## config.mk

```make
export PLATFORM = sky130hd
export DESIGN_NAME = four_voice_pulse_noise_synth_core
export DESIGN_NICKNAME = d
export VERILOG_FILES = /design/src/rtl/core/fvps_pkg.sv /design/src/rtl/core/fvps_tick_ctrl.sv /design/src/rtl/core/fvps_voice_bank.sv /design/src/rtl/core/four_voice_pulse_noise_synth_core.sv
export SDC_FILE = /design/constraint.sdc
export NUM_CORES = 1
export LEC_CHECK = 0
export ABC_AREA = 1
export BUFFER_PORTS_ARGS = -buffer_cell sky130_fd_sc_hd__buf_2
export CAP_MARGIN = 20
export CORE_AREA = 4 4 225 183
export CTS_CLUSTER_DIAMETER = 30
export DETAILED_ROUTE_END_ITERATION = 16
export DIE_AREA = 0 0 229 187
export GPL_ROUTABILITY_DRIVEN = 0
export HOLD_SLACK_MARGIN = 0.15
export PLACE_DENSITY = 0.71
export RECOVER_POWER = 100
export SETUP_SLACK_MARGIN = 0.05
export SYNTH_ARGS = -nofsm -noshare
export SYNTH_HDL_FRONTEND = slang
export SYNTH_HIERARCHICAL = 1
export SYNTH_SLANG_ARGS = --single-unit
```

## constraint.sdc

```tcl
create_clock -name clk_i -period 14.6 [get_ports clk_i]
set_clock_uncertainty 0.05 [all_clocks]
set_input_delay 2.92 -clock clk_i [delete_from_list [all_inputs] [get_ports clk_i]]
set_output_delay 2.92 -clock clk_i [all_outputs]
set_load 0.05 [all_outputs]
```

## src/rtl/core/fvps_pkg.sv

```systemverilog
// Shared types and codes for the four-voice pulse and noise synthesizer.
`timescale 1ns / 1ps

package fvps_pkg;

  // Request action codes.
  localparam logic [1:0] ACT_TICK      = 2'd0;
  localparam logic [1:0] ACT_WRITE_ALL = 2'd1;
  localparam logic [1:0] ACT_WRITE_DV  = 2'd2;
  localparam logic [1:0] ACT_READ      = 2'd3;

  // Configuration register indexes.
  localparam logic [2:0] CFG_CALLBACK_ENABLE = 3'd0;
  localparam logic [2:0] CFG_TICK_PRESET_0   = 3'd1;
  localparam logic [2:0] CFG_TICK_PRESET_1   = 3'd2;
  localparam logic [2:0] CFG_DC_OFFSET       = 3'd3;
  localparam logic [2:0] CFG_TICK_RELOAD     = 3'd4;

  // Reset values.
  localparam logic [7:0]  DUTY_RESET      = 8'h7F;
  localparam logic [15:0] LFSR_RESET      = 16'h0001;
  localparam logic [7:0]  PRESCALER_RESET = 8'd255;
  localparam logic [7:0]  DC_RESET        = 8'd128;
  localparam logic [7:0]  RELOAD_RESET    = 8'd8;

  localparam int unsigned NUM_VOICES = 4;
  localparam int unsigned NUM_PULSE  = 3;
  localparam int unsigned NUM_TICKS  = 2;

  // Configuration register file contents.
  typedef struct packed {
    logic [1:0] callback_enable;
    logic [7:0] tick_preset_0;
    logic [7:0] tick_preset_1;
    logic [7:0] dc_offset;
    logic [7:0] tick_reload;
  } cfg_t;

  // Controls from the top level to the voice bank.
  typedef struct packed {
    logic        sample_en;
    logic        wr_step;
    logic        wr_duty_vol;
    logic [1:0]  idx;
    logic [15:0] step;
    logic [7:0]  duty;
    logic [7:0]  vol;
  } voice_ctrl_t;

  // Outcome of one tick from the tick controller.
  typedef struct packed {
    logic       sample_en;
    logic [1:0] fired;
  } tick_res_t;

endpackage

```

## src/rtl/core/fvps_tick_ctrl.sv

```systemverilog
// Interrupt counter and the two tick prescalers.
`timescale 1ns / 1ps

module fvps_tick_ctrl (
  input  logic               clk_i,
  input  logic               rst_ni,
  input  logic               tick_i,
  input  fvps_pkg::cfg_t     cfg_i,
  output fvps_pkg::tick_res_t res_o
);

  logic [7:0] irq_q, irq_d;
  logic [7:0] tc_q [fvps_pkg::NUM_TICKS];
  logic [7:0] tc_d [fvps_pkg::NUM_TICKS];
  logic [7:0] irq_dec;
  logic [7:0] tc_dec [fvps_pkg::NUM_TICKS];
  logic [7:0] preset [fvps_pkg::NUM_TICKS];
  logic [1:0] wrapped;
  logic       active;
  logic       sample_go;
  logic       rollover;

  assign preset[0] = cfg_i.tick_preset_0;
  assign preset[1] = cfg_i.tick_preset_1;

  // A tick counts only while some channel is enabled; even counts make a sample.
  assign active    = tick_i && (cfg_i.callback_enable != 2'd0);
  assign irq_dec   = irq_q - 8'd1;
  assign sample_go = active && !irq_dec[0];
  assign rollover  = sample_go && (irq_dec == 8'd0);

  always_comb begin
    irq_d = irq_q;
    if (active) begin
      irq_d = rollover ? cfg_i.tick_reload : irq_dec;
    end
  end

  // Prescalers step on rollover; reload and fire only when one of them wrapped.
  always_comb begin
    res_o.sample_en = sample_go;
    res_o.fired     = '0;
    for (int n = 0; n < fvps_pkg::NUM_TICKS; n++) begin
      wrapped[n] = (tc_q[n] == 8'd0);
      tc_dec[n]  = tc_q[n] - 8'd1;
      tc_d[n]    = tc_q[n];
    end
    if (rollover) begin
      for (int n = 0; n < fvps_pkg::NUM_TICKS; n++) begin
        if (wrapped == 2'b00) begin
          tc_d[n] = tc_dec[n];
        end else if (wrapped[n]) begin
          tc_d[n]        = preset[n];
          res_o.fired[n] = cfg_i.callback_enable[n];
        end else begin
          tc_d[n] = cfg_i.callback_enable[n] ? tc_dec[n] : fvps_pkg::PRESCALER_RESET;
        end
      end
    end
  end

  always_ff @(posedge clk_i or negedge rst_ni) begin
    if (!rst_ni) begin
      irq_q <= 8'd0;
      for (int n = 0; n < fvps_pkg::NUM_TICKS; n++) begin
        tc_q[n] <= fvps_pkg::PRESCALER_RESET;
      end
    end else begin
      irq_q <= irq_d;
      for (int n = 0; n < fvps_pkg::NUM_TICKS; n++) begin
        tc_q[n] <= tc_d[n];
      end
    end
  end

endmodule

```

## src/rtl/core/fvps_voice_bank.sv

```systemverilog
// Voice parameter storage, phase accumulators, noise LFSR and the voice mixer.
`timescale 1ns / 1ps

module fvps_voice_bank (
  input  logic                  clk_i,
  input  logic                  rst_ni,
  input  fvps_pkg::voice_ctrl_t ctrl_i,
  output logic [7:0]            mix_o,
  output logic [15:0]           rd_step_o,
  output logic [7:0]            rd_duty_o,
  output logic [7:0]            rd_vol_o
);

  logic [15:0] acc_q   [fvps_pkg::NUM_PULSE];
  logic [15:0] acc_sum [fvps_pkg::NUM_PULSE];
  logic [15:0] step_q  [fvps_pkg::NUM_VOICES];
  logic [7:0]  duty_q  [fvps_pkg::NUM_VOICES];
  logic [7:0]  vol_q   [fvps_pkg::NUM_VOICES];
  logic [7:0]  contrib [fvps_pkg::NUM_VOICES];
  logic [15:0] lfsr_d;

  // Noise voice: shift left, feedback from the new top two bits.
  assign lfsr_d = {step_q[3][14:0], step_q[3][14] ^ step_q[3][13]};

  // Pulse voices advance the phase and compare its high byte with the duty.
  // The noise voice takes its sign from the new top bit.
  always_comb begin
    for (int v = 0; v < fvps_pkg::NUM_PULSE; v++) begin
      acc_sum[v] = acc_q[v] + step_q[v];
      contrib[v] = (acc_sum[v][15:8] < duty_q[v]) ? vol_q[v] : 8'd0 - vol_q[v];
    end
    contrib[3] = lfsr_d[15] ? 8'd0 - vol_q[3] : vol_q[3];
  end

  assign mix_o = contrib[0] + contrib[1] + contrib[2] + contrib[3];

  // Read-back of the addressed voice.
  assign rd_step_o = step_q[ctrl_i.idx];
  assign rd_duty_o = duty_q[ctrl_i.idx];
  assign rd_vol_o  = vol_q[ctrl_i.idx];

  always_ff @(posedge clk_i or negedge rst_ni) begin
    if (!rst_ni) begin
      for (int v = 0; v < fvps_pkg::NUM_PULSE; v++) begin
        acc_q[v]  <= 16'd0;
        step_q[v] <= 16'd0;
      end
      for (int v = 0; v < fvps_pkg::NUM_VOICES; v++) begin
        duty_q[v] <= fvps_pkg::DUTY_RESET;
        vol_q[v]  <= 8'd0;
      end
      step_q[3] <= fvps_pkg::LFSR_RESET;
    end else begin
      if (ctrl_i.sample_en) begin
        for (int v = 0; v < fvps_pkg::NUM_PULSE; v++) begin
          acc_q[v] <= acc_sum[v];
        end
        step_q[3] <= lfsr_d;
      end
      if (ctrl_i.wr_step) begin
        step_q[ctrl_i.idx] <= ctrl_i.step;
      end
      if (ctrl_i.wr_duty_vol) begin
        duty_q[ctrl_i.idx] <= ctrl_i.duty;
        vol_q[ctrl_i.idx]  <= ctrl_i.vol;
      end
    end
  end

endmodule

```

## src/rtl/core/four_voice_pulse_noise_synth_core.sv

```systemverilog
// Top level of the four-voice pulse and noise synthesizer core.
//
//   channel  | handshake                 | payload
//   ---------+---------------------------+------------------------------------------
//   request  | in_valid_i / in_ready_o   | action, osc_index, new_phase_increment,
//            |                           | new_mod, new_vol
//   result   | out_valid_o / out_ready_i | sample_valid, sample, tick_fired,
//            |                           | read_phase_increment, read_mod, read_vol
//   config   | cfg_we_i (no wait)        | cfg_idx_i, cfg_wdata_i
//
// Each request is captured in the input register, then the voice bank and tick
// controller settle the whole result in one pass into the result register. One
// request per cycle is sustained while out_ready_i stays high. Reset puts every
// voice, counter and configuration register to its initial value at once. A
// stalled result holds both registers; the input register still takes one
// request, then in_ready_o stays low until the result is taken (in_ready_o
// follows out_ready_i in the same cycle).
`timescale 1ns / 1ps

module four_voice_pulse_noise_synth_core (
  input  logic        clk_i,
  input  logic        rst_ni,
  input  logic        in_valid_i,
  output logic        in_ready_o,
  input  logic [1:0]  action_i,
  input  logic [1:0]  osc_index_i,
  input  logic [15:0] new_phase_increment_i,
  input  logic [7:0]  new_mod_i,
  input  logic [7:0]  new_vol_i,
  output logic        out_valid_o,
  input  logic        out_ready_i,
  output logic        sample_valid_o,
  output logic [7:0]  sample_o,
  output logic [1:0]  tick_fired_o,
  output logic [15:0] read_phase_increment_o,
  output logic [7:0]  read_mod_o,
  output logic [7:0]  read_vol_o,
  input  logic        cfg_we_i,
  input  logic [2:0]  cfg_idx_i,
  input  logic [7:0]  cfg_wdata_i
);

  fvps_pkg::cfg_t        cfg_q;
  fvps_pkg::voice_ctrl_t vctrl;
  fvps_pkg::tick_res_t   tres;

  logic        in_valid_q;
  logic [1:0]  action_q;
  logic [1:0]  idx_q;
  logic [15:0] inc_q;
  logic [7:0]  mod_q;
  logic [7:0]  vol_q;

  logic        out_valid_q;
  logic        smp_valid_q;
  logic [7:0]  sample_q;
  logic [1:0]  fired_q;
  logic [15:0] rd_step_q;
  logic [7:0]  rd_duty_q;
  logic [7:0]  rd_vol_q;

  logic        advance;
  logic        process;
  logic        is_read;
  logic [7:0]  mix;
  logic [15:0] rd_step;
  logic [7:0]  rd_duty;
  logic [7:0]  rd_vol;

  // Pipeline flow: the result register frees up when empty or being taken.
  assign advance    = !out_valid_q || out_ready_i;
  assign process    = in_valid_q && advance;
  assign in_ready_o = !in_valid_q || advance;
  assign is_read    = (action_q == fvps_pkg::ACT_READ);

  // Configuration registers.
  always_ff @(posedge clk_i or negedge rst_ni) begin
    if (!rst_ni) begin
      cfg_q.callback_enable <= 2'd0;
      cfg_q.tick_preset_0   <= fvps_pkg::PRESCALER_RESET;
      cfg_q.tick_preset_1   <= fvps_pkg::PRESCALER_RESET;
      cfg_q.dc_offset       <= fvps_pkg::DC_RESET;
      cfg_q.tick_reload     <= fvps_pkg::RELOAD_RESET;
    end else if (cfg_we_i) begin
      case (cfg_idx_i)
        fvps_pkg::CFG_CALLBACK_ENABLE: cfg_q.callback_enable <= cfg_wdata_i[1:0];
        fvps_pkg::CFG_TICK_PRESET_0:   cfg_q.tick_preset_0   <= cfg_wdata_i;
        fvps_pkg::CFG_TICK_PRESET_1:   cfg_q.tick_preset_1   <= cfg_wdata_i;
        fvps_pkg::CFG_DC_OFFSET:       cfg_q.dc_offset       <= cfg_wdata_i;
        fvps_pkg::CFG_TICK_RELOAD:     cfg_q.tick_reload     <= cfg_wdata_i;
        default: ;
      endcase
    end
  end

  // Input register.
  always_ff @(posedge clk_i or negedge rst_ni) begin
    if (!rst_ni) begin
      in_valid_q <= 1'b0;
    end else if (in_ready_o) begin
      in_valid_q <= in_valid_i;
    end
  end

  always_ff @(posedge clk_i) begin
    if (in_valid_i && in_ready_o) begin
      action_q <= action_i;
      idx_q    <= osc_index_i;
      inc_q    <= new_phase_increment_i;
      mod_q    <= new_mod_i;
      vol_q    <= new_vol_i;
    end
  end

  fvps_tick_ctrl u_tick_ctrl (
    .clk_i  (clk_i),
    .rst_ni (rst_ni),
    .tick_i (process && (action_q == fvps_pkg::ACT_TICK)),
    .cfg_i  (cfg_q),
    .res_o  (tres)
  );

  // Voice bank controls for the request in the input register.
  always_comb begin
    vctrl.sample_en   = tres.sample_en;
    vctrl.wr_step     = process && (action_q == fvps_pkg::ACT_WRITE_ALL);
    vctrl.wr_duty_vol = process && ((action_q == fvps_pkg::ACT_WRITE_ALL) ||
                                    (action_q == fvps_pkg::ACT_WRITE_DV));
    vctrl.idx         = idx_q;
    vctrl.step        = inc_q;
    vctrl.duty        = mod_q;
    vctrl.vol         = vol_q;
  end

  fvps_voice_bank u_voice_bank (
    .clk_i     (clk_i),
    .rst_ni    (rst_ni),
    .ctrl_i    (vctrl),
    .mix_o     (mix),
    .rd_step_o (rd_step),
    .rd_duty_o (rd_duty),
    .rd_vol_o  (rd_vol)
  );

  // Result register.
  always_ff @(posedge clk_i or negedge rst_ni) begin
    if (!rst_ni) begin
      out_valid_q <= 1'b0;
    end else if (advance) begin
      out_valid_q <= in_valid_q;
    end
  end

  always_ff @(posedge clk_i) begin
    if (process) begin
      smp_valid_q <= tres.sample_en;
      sample_q    <= tres.sample_en ? mix + cfg_q.dc_offset : 8'd0;
      fired_q     <= tres.fired;
      rd_step_q   <= is_read ? rd_step : 16'd0;
      rd_duty_q   <= is_read ? rd_duty : 8'd0;
      rd_vol_q    <= is_read ? rd_vol : 8'd0;
    end
  end

  assign out_valid_o            = out_valid_q;
  assign sample_valid_o         = smp_valid_q;
  assign sample_o               = sample_q;
  assign tick_fired_o           = fired_q;
  assign read_phase_increment_o = rd_step_q;
  assign read_mod_o             = rd_duty_q;
  assign read_vol_o             = rd_vol_q;

endmodule
```

### Word-level counts from Yosys, hierarchy flattened

Index checks and enable logic that the tools add are counted.

| storage, ports and cells | value |
|---|---|
| register bits | 315 |
| input port bits | 52 |
| output and inout port bits | 45 |
| logic and storage cells | 126 |

| cells by class | value |
|---|---|
| add/subtract/negate cells | 14 |
| magnitude comparators | 5 |
| equality and inequality tests | 7 |
| mux-type cells | 29 |
| bitwise operators | 5 |
| reduce and logical (&&, ||, !) cells | 29 |

Operator list:

| operator | count |
|---|---|
| 2-to-1 mux 8 bit | 16 |
| 2-to-1 mux 16 bit | 5 |
| bitwise mux 32 bit | 2 |
| bitwise mux 64 bit | 1 |
| adder 16 bit | 3 |
| adder 8 bit | 4 |
| binary-select mux 16 bit (select 2 bit) | 1 |
| binary-select mux 8 bit (select 2 bit) | 2 |
| demux 16 bit (select 2 bit) | 1 |
| subtractor 1 x 8 -> 8 bit, first input constant | 4 |
| logical NOT 8 bit | 3 |
| < comparator 8 bit | 3 |
| subtractor 8 x 1 -> 8 bit, second input constant | 3 |
| demux 8 bit (select 2 bit) | 1 |
| AND reduction 2 bit | 5 |
| logical AND 1 bit | 9 |
| equality test 3 x 2 -> 1 bit, second input constant | 2 |
| OR reduction 3 bit | 2 |
| equality test 2 bit, second input constant | 2 |
| logical NOT 2 bit | 2 |
| equality test 3 x 1 -> 1 bit, second input constant | 1 |
| equality test 3 bit, second input constant | 1 |
| >= comparator 3 bit, second input constant | 1 |
| logical NOT 1 bit | 3 |
| 8 further kinds | 12 |

### Depth between registers and ports, before layout

| depth | value |
|---|---|
| depth after elaboration | 9 |
| depth in mapped cells | 46 |
| depth with buffers taken out | 46 |

### Hierarchy

The synthesis kept the hierarchy.

By module, submodules not included:

| module | instances | cells each | area an instance (um^2) |
|---|---|---|---|
| fvps_voice_bank | 1 | 1,384 | 11,104.4 |
| four_voice_pulse_noise_synth_core | 1 | 361 | 4,586.9 |
| fvps_tick_ctrl | 1 | 225 | 1,664.1 |

### Worst setup path after synthesis

No wires, ideal clock.

| path | value |
|---|---|
| kind | register -> register |
| start point | register u_voice_bank/step_q[32] in the netlist's numbering |
| end point | register sample_q[7] (netlist: sample_o[7]) (data pin) |
| library setup time | 0.255 ns |
| arrival time | 6.124 ns |
| required time | 14.295 ns |
| slack | 8.171 ns |
| stages on the path, launching flop included | 44 |
| path buffers | 0 |
| cells stage by stage | dfrtp_1 > ha_1 > inv_1 > fa_1 > inv_1 > nand3_1 > nand2_2 > nand2_1 > nand2_1 > nand2_1 > nand2_1 > a21oi_2 > o21ai_2 > nand2_1 > nand2_1 > a21oi_1 > or2_1 > and2_1 > [8 not listed] > fa_1 > fa_1 > inv_1 > ha_1 > a21oi_1 > inv_1 > a31oi_1 > nor2_1 > o21ai_0 > nand2_1 > xor2_1 > ha_1 > nand2_1 > inv_1 > a21oi_1 > nand3_1 > nand2_1 > nor2_1 |

RTL lines:

| item | RTL line | text |
|---|---|---|
| from (decl) | fvps_voice_bank.sv:16 | `logic [15:0] step_q [fvps_pkg::NUM_VOICES];` |
| from (signal, indexed assignment) | fvps_voice_bank.sv:61 | `step_q[ctrl_i.idx] <= ctrl_i.step;` |
| to (signal assigned) | four_voice_pulse_noise_synth_core.sv:157 | `sample_q <= tres.sample_en ? mix + cfg_q.dc_offset : 8'd0;` |
| to (decl) | four_voice_pulse_noise_synth_core.sv:56 | `logic [7:0] sample_q;` |

==> impl_summary.md <==
Layout
The final antenna diode count is 0. Compared with the post-synthesis result, the final layout area differs by 17.6%. Once layout is done, the placed cells without fillers occupy a little over 20000 µm². The final-stage net count is ~2200. The final-layout fill cell count is between 3000 and 4000.

Cells with a size suffix above 1 make up between 10% and 20% of the layout.

Logic synthesis
The cell type contributing the most total cell area after synthesis is sky130_fd_sc_hd__dfrtp_1. Yosys mapped the design onto between 50 and 60 distinct sky130hd cell types. The async set-or-reset flop fraction in the synthesized netlist is 74.9%. Summing the areas of all xor and xnor instances in the mapped netlist gives approximately 3.5% of the synthesized area. Of the post-synthesis cell area, the dominant cell type holds roughly 25%. For this run, the leading register cell type out of synthesis is sky130_fd_sc_hd__dfrtp_1. The mean area per synthesized cell is 8.81 µm².

The dominant combinational cell family by area after synthesis is simple AND/OR/NAND/NOR gates. The post-synthesis cell count is 1970. The portion of netlist area occupied by mux cells is 0%. The adder-cell area share of the yosys netlist is roughly 8.7%. The post-synthesis compound-gate area fraction is between 10% and 20%.

Summing the areas of all and, or, nand and nor instances in the mapped netlist gives ~17% of the synthesized area. The Yosys step of the flow raised 6 warnings. The portion of the post-synthesis area used by sequential elements is approximately half. Counting flops with a built-in enable in the synthesized netlist gives between 70 and 80. The synthesized cell area is approximately 17000 µm². The flip-flop and latch count after synthesis is between 300 and 400.

Ranked by total cell area, the synthesized netlist is headed by sky130_fd_sc_hd__dfrtp_1 25%, sky130_fd_sc_hd__edfxtp_1 14%, sky130_fd_sc_hd__nand2_1 11%. Synthesis produced a netlist with a net count of 2132.

Routing
The detailed router placed 13900 vias in this run. The routed via count divided by cell count is around 5.3. The average routed wire per standard cell is roughly 16 µm. For this block, the routed nets add up to about 44000 µm of wire. The number of nets with antenna violations after routing is 0. For this run, design rule violations remaining after detail routing come to 0. Before antenna repair, the detailed router went through 6 iterations.

The detailed router's first-iteration violation count is about 1100.

Clock network
The worst-case clock buffer depth is 3. The H-tree was split into 3 levels. The TritonCTS clock tree is built.

The number of setup buffers added after CTS is 0. The number of hold buffers added after CTS is 0. The buffer cell driving the clock tree root is sky130_fd_sc_hd__clkbuf_16. The number of buffers added by the clock tree synthesis step is 70. The clock slew seen by the registers of the worst setup and hold paths is roughly 0.040 ns. The number of resized instances in the post-cts repair step is 0. The total clock sinks is ~320. The clock insertion delay at the later pin of the skew report is between 0.5 and 0.6 ns.

Floorplanning
The initial utilization of the core area, before any placement, comes to 44.5%. The number of top-level design ports is 97. From bottom edge to top edge, the die measures around 190 µm. The floorplan die area is around 43000 µm². The core region is 39000 µm². The horizontal die dimension is 229 µm. The cell row count is 65.

GRT
The first global-routing pass estimated 71300 µm of wire. The number of antenna violations at the first check in global routing is 1. The total overflow left after global routing is 0. Across every metal layer, demand over resource in global routing totals 20.3%.

The number of global-route vias before repair is around 14000. Entering global routing, the biggest net connects ~100 pins.

Critical path
Walking the worst path, the cells encountered are clkbuf_1 > clkbuf_1. By instance count, the cell type seen most on the critical path is sky130_fd_sc_hd__clkbuf_1. The count of buffering cells on the critical path with inverters included is 2. The startpoint identified for the worst register-to-register timing path is u_voice_bank/step_q[32]$_DFFE_PN0P_. By startpoint and endpoint, the worst setup path is classified as in -> async.

The slowest stage of the critical path is the sky130_fd_sc_hd__clkbuf_1 cell. The family with the most delay on the worst path is buffers and inverters. The stage delay of the slowest cell on the critical path is 3.72 ns. The startpoint type of the worst setup path is an input pin. Data on the critical path is required at its endpoint by 14.46 ns. Tracing the worst setup path back leads to its startpoint at rst_ni. At the worst endpoint, the arrival time is roughly 9.4 ns. STA classifies the critical path endpoint as an async pin.

In this run the worst path has a maximum fanout of 100.

Timing
The minimum clock period is 9.49 ns. At the pin with the least slew margin, the transition time is ~5.5 ns. The hold violation total from the final report is 0. The total of endpoints with negative setup slack in the final report is 0. Headroom to the max-slew limit came out at -263%. The total count of max-transition violations in the final report is 376. The final critical path takes up about two thirds of the cycle. Setup repair after global routing left no endpoint under its margin.

The highest clock rate is between 0.1 and 0.15 GHz. For the final routed database, the setup TNS stands at 0 ns.

Worst hold path
The min-delay analysis places its worst path in the category reg -> reg. The source of the worst hold timing path is cfg_q[30]$_DFFE_PN1P_.

Flow run
The tool flagged a number of max-cap violations equal to 7.

Outcome
The flow ran to the end, but the final reports show violations. The checks that failed: max-capacitance violations, max-slew violations.

Placed design
In this run the cell area measured after placement is 18300 µm². During placement, the flow inserted port buffers numbering 96. The half-perimeter wire length of the detailed placement result is approximately 30000 µm.
-- sequential cells by signal (all words and copies together), names as in the netlist, 15 cells and up --
name                    count
cfg_q                      34
inc_q                      16
read_phase_increment_o     16
u_tick_ctrl/tc_q           16
u_voice_bank/acc_q         48
u_voice_bank/duty_q        32
u_voice_bank/lfsr_d        15
u_voice_bank/step_q        49
u_voice_bank/vol_q         32
-- metal layers --
layer | global-route usage [%] | up-vias | share of wire [%]
met2 | 31.3 | 454 | 45
met5 | 0 | - | 0.030
met3 | 5.15 | 79 | 7.1
met4 | 7.09 | 2 | 2.8
met1 | 28.2 | 6682 | 45
li1 | - | 6705 | -
-- path summary, 6_finish.rpt --
| path | slack, ns | cells past startpoint | end |
|---|---|---|---|
| hold / removal | 0.42 | 2 | cfg_q[30]$_DFFE_PN1P_ |
| hold reg to reg | 0.42 | 2 | cfg_q[30]$_DFFE_PN1P_ |
| min in group asynchronous | 4.32 | 1 | u_voice_bank/acc_q[2]$_DFFE_PN0P_ |
| setup reg to reg | 7.38 | 43 | sample_o[7]$_SDFFCE_PN0P_ |
| setup / recovery | 5.11 | 2 | u_voice_bank/acc_q[42]$_DFFE_PN0P_ |
| max in group clk_i | 6.13 | 11 | u_tick_ctrl/irq_q[2]$_DFFE_PN0P_ |
-- layout make-up --
type | instances | area, µm² | share of cell area [%]
multi-input cells | 1317 | 7510 | 36.8
inverters | 276 | 1040 | 5.07
well taps | 502 | 628 | 3.08
flip-flops and latches | 315 | 8360 | 40.9
repair buffers | 106 | 472 | 2.31
clock inverters | 29 | 304 | 1.49
clock buffers | 101 | 2110 | 10.3
-- placed cells by master (no fill, tap or decap), drive strengths merged, types with 14 or more instances in the layout --
| master | synthesis | layout |
|---|---|---|
| dfrtp | 173 | 173 |
| o22ai | 14 | 14 |
| o21ai | 259 | 259 |
| nand3 | 49 | 49 |
| edfxtp | 79 | 79 |
| a22oi | 48 | 48 |
| inv | 272 | 277 |
| clkbuf | 49 | 156 |
| xor2 | 49 | 49 |
| a21oi | 65 | 65 |
| nor2 | 82 | 82 |
| nand2 | 538 | 538 |
| xnor2 | 19 | 19 |
| nor3 | 14 | 14 |
| fa | 18 | 18 |
| buf | 13 | 51 |
| clkinv | 4 | 20 |
| dfstp | 63 | 63 |
| ha | 92 | 92 |
-- synth_stat cells, types with 5 or more instances --
library cell               number
sky130_fd_sc_hd__dfstp_2       63
sky130_fd_sc_hd__o21ai_2       31
sky130_fd_sc_hd__nand3_1       43
sky130_fd_sc_hd__xnor2_1       19
sky130_fd_sc_hd__nor2_1        71
sky130_fd_sc_hd__nand2_1      513
sky130_fd_sc_hd__and2_1         5
sky130_fd_sc_hd__a22oi_1       48
sky130_fd_sc_hd__edfxtp_1      79
sky130_fd_sc_hd__or2_1          5
sky130_fd_sc_hd__a21oi_1       60
sky130_fd_sc_hd__buf_6          7
sky130_fd_sc_hd__ha_1          92
sky130_fd_sc_hd__o22ai_1       14
sky130_fd_sc_hd__inv_1        266
sky130_fd_sc_hd__nand4_1        8
sky130_fd_sc_hd__xor2_1        48
sky130_fd_sc_hd__o31ai_1        5
sky130_fd_sc_hd__or2_2          5
sky130_fd_sc_hd__clkbuf_1      49
sky130_fd_sc_hd__o221ai_1       5
sky130_fd_sc_hd__nor2_2         7
sky130_fd_sc_hd__o211ai_1      10
sky130_fd_sc_hd__o21ai_1       35
sky130_fd_sc_hd__o21ai_0      193
sky130_fd_sc_hd__inv_2          6
sky130_fd_sc_hd__dfrtp_1      173
sky130_fd_sc_hd__nand2_2       21
sky130_fd_sc_hd__fa_1          18
sky130_fd_sc_hd__nor3_1        12
sky130_fd_sc_hd__a31oi_1       10
-- stage by stage --
stage	worst slack, ns	std cells	utilization, %	hold WS, ns
2_1_floorplan	8.17	1970	-	0.398
3_5_place_dp	7.63	2515	46.8	0.417
4_1_cts	7.58	2645	52.9	0.425
5_1_grt	3.57	2646	52.3	0.440
3_3_place_gp	7.80	2515	46.8	0.411
6_report	5.11	2646	52.3	0.424
-- logic make-up (layout without fill, tap and decap cells) --
| group | count (synthesis) | in the layout |
|---|---|---|
| DFF | 315 | 315 |
| and+or+nand+nor | 709 | 709 |
| AOI/OAI and AO/OA | 430 | 430 |
| buffers and inverters | 338 | 512 |
| adders and majority gates | 110 | 110 |
| xor gates and xnor gates | 68 | 68 |
Power is not shown: default switching activity piles up to over one toggle a cycle in this logic, so the estimate is an artifact.
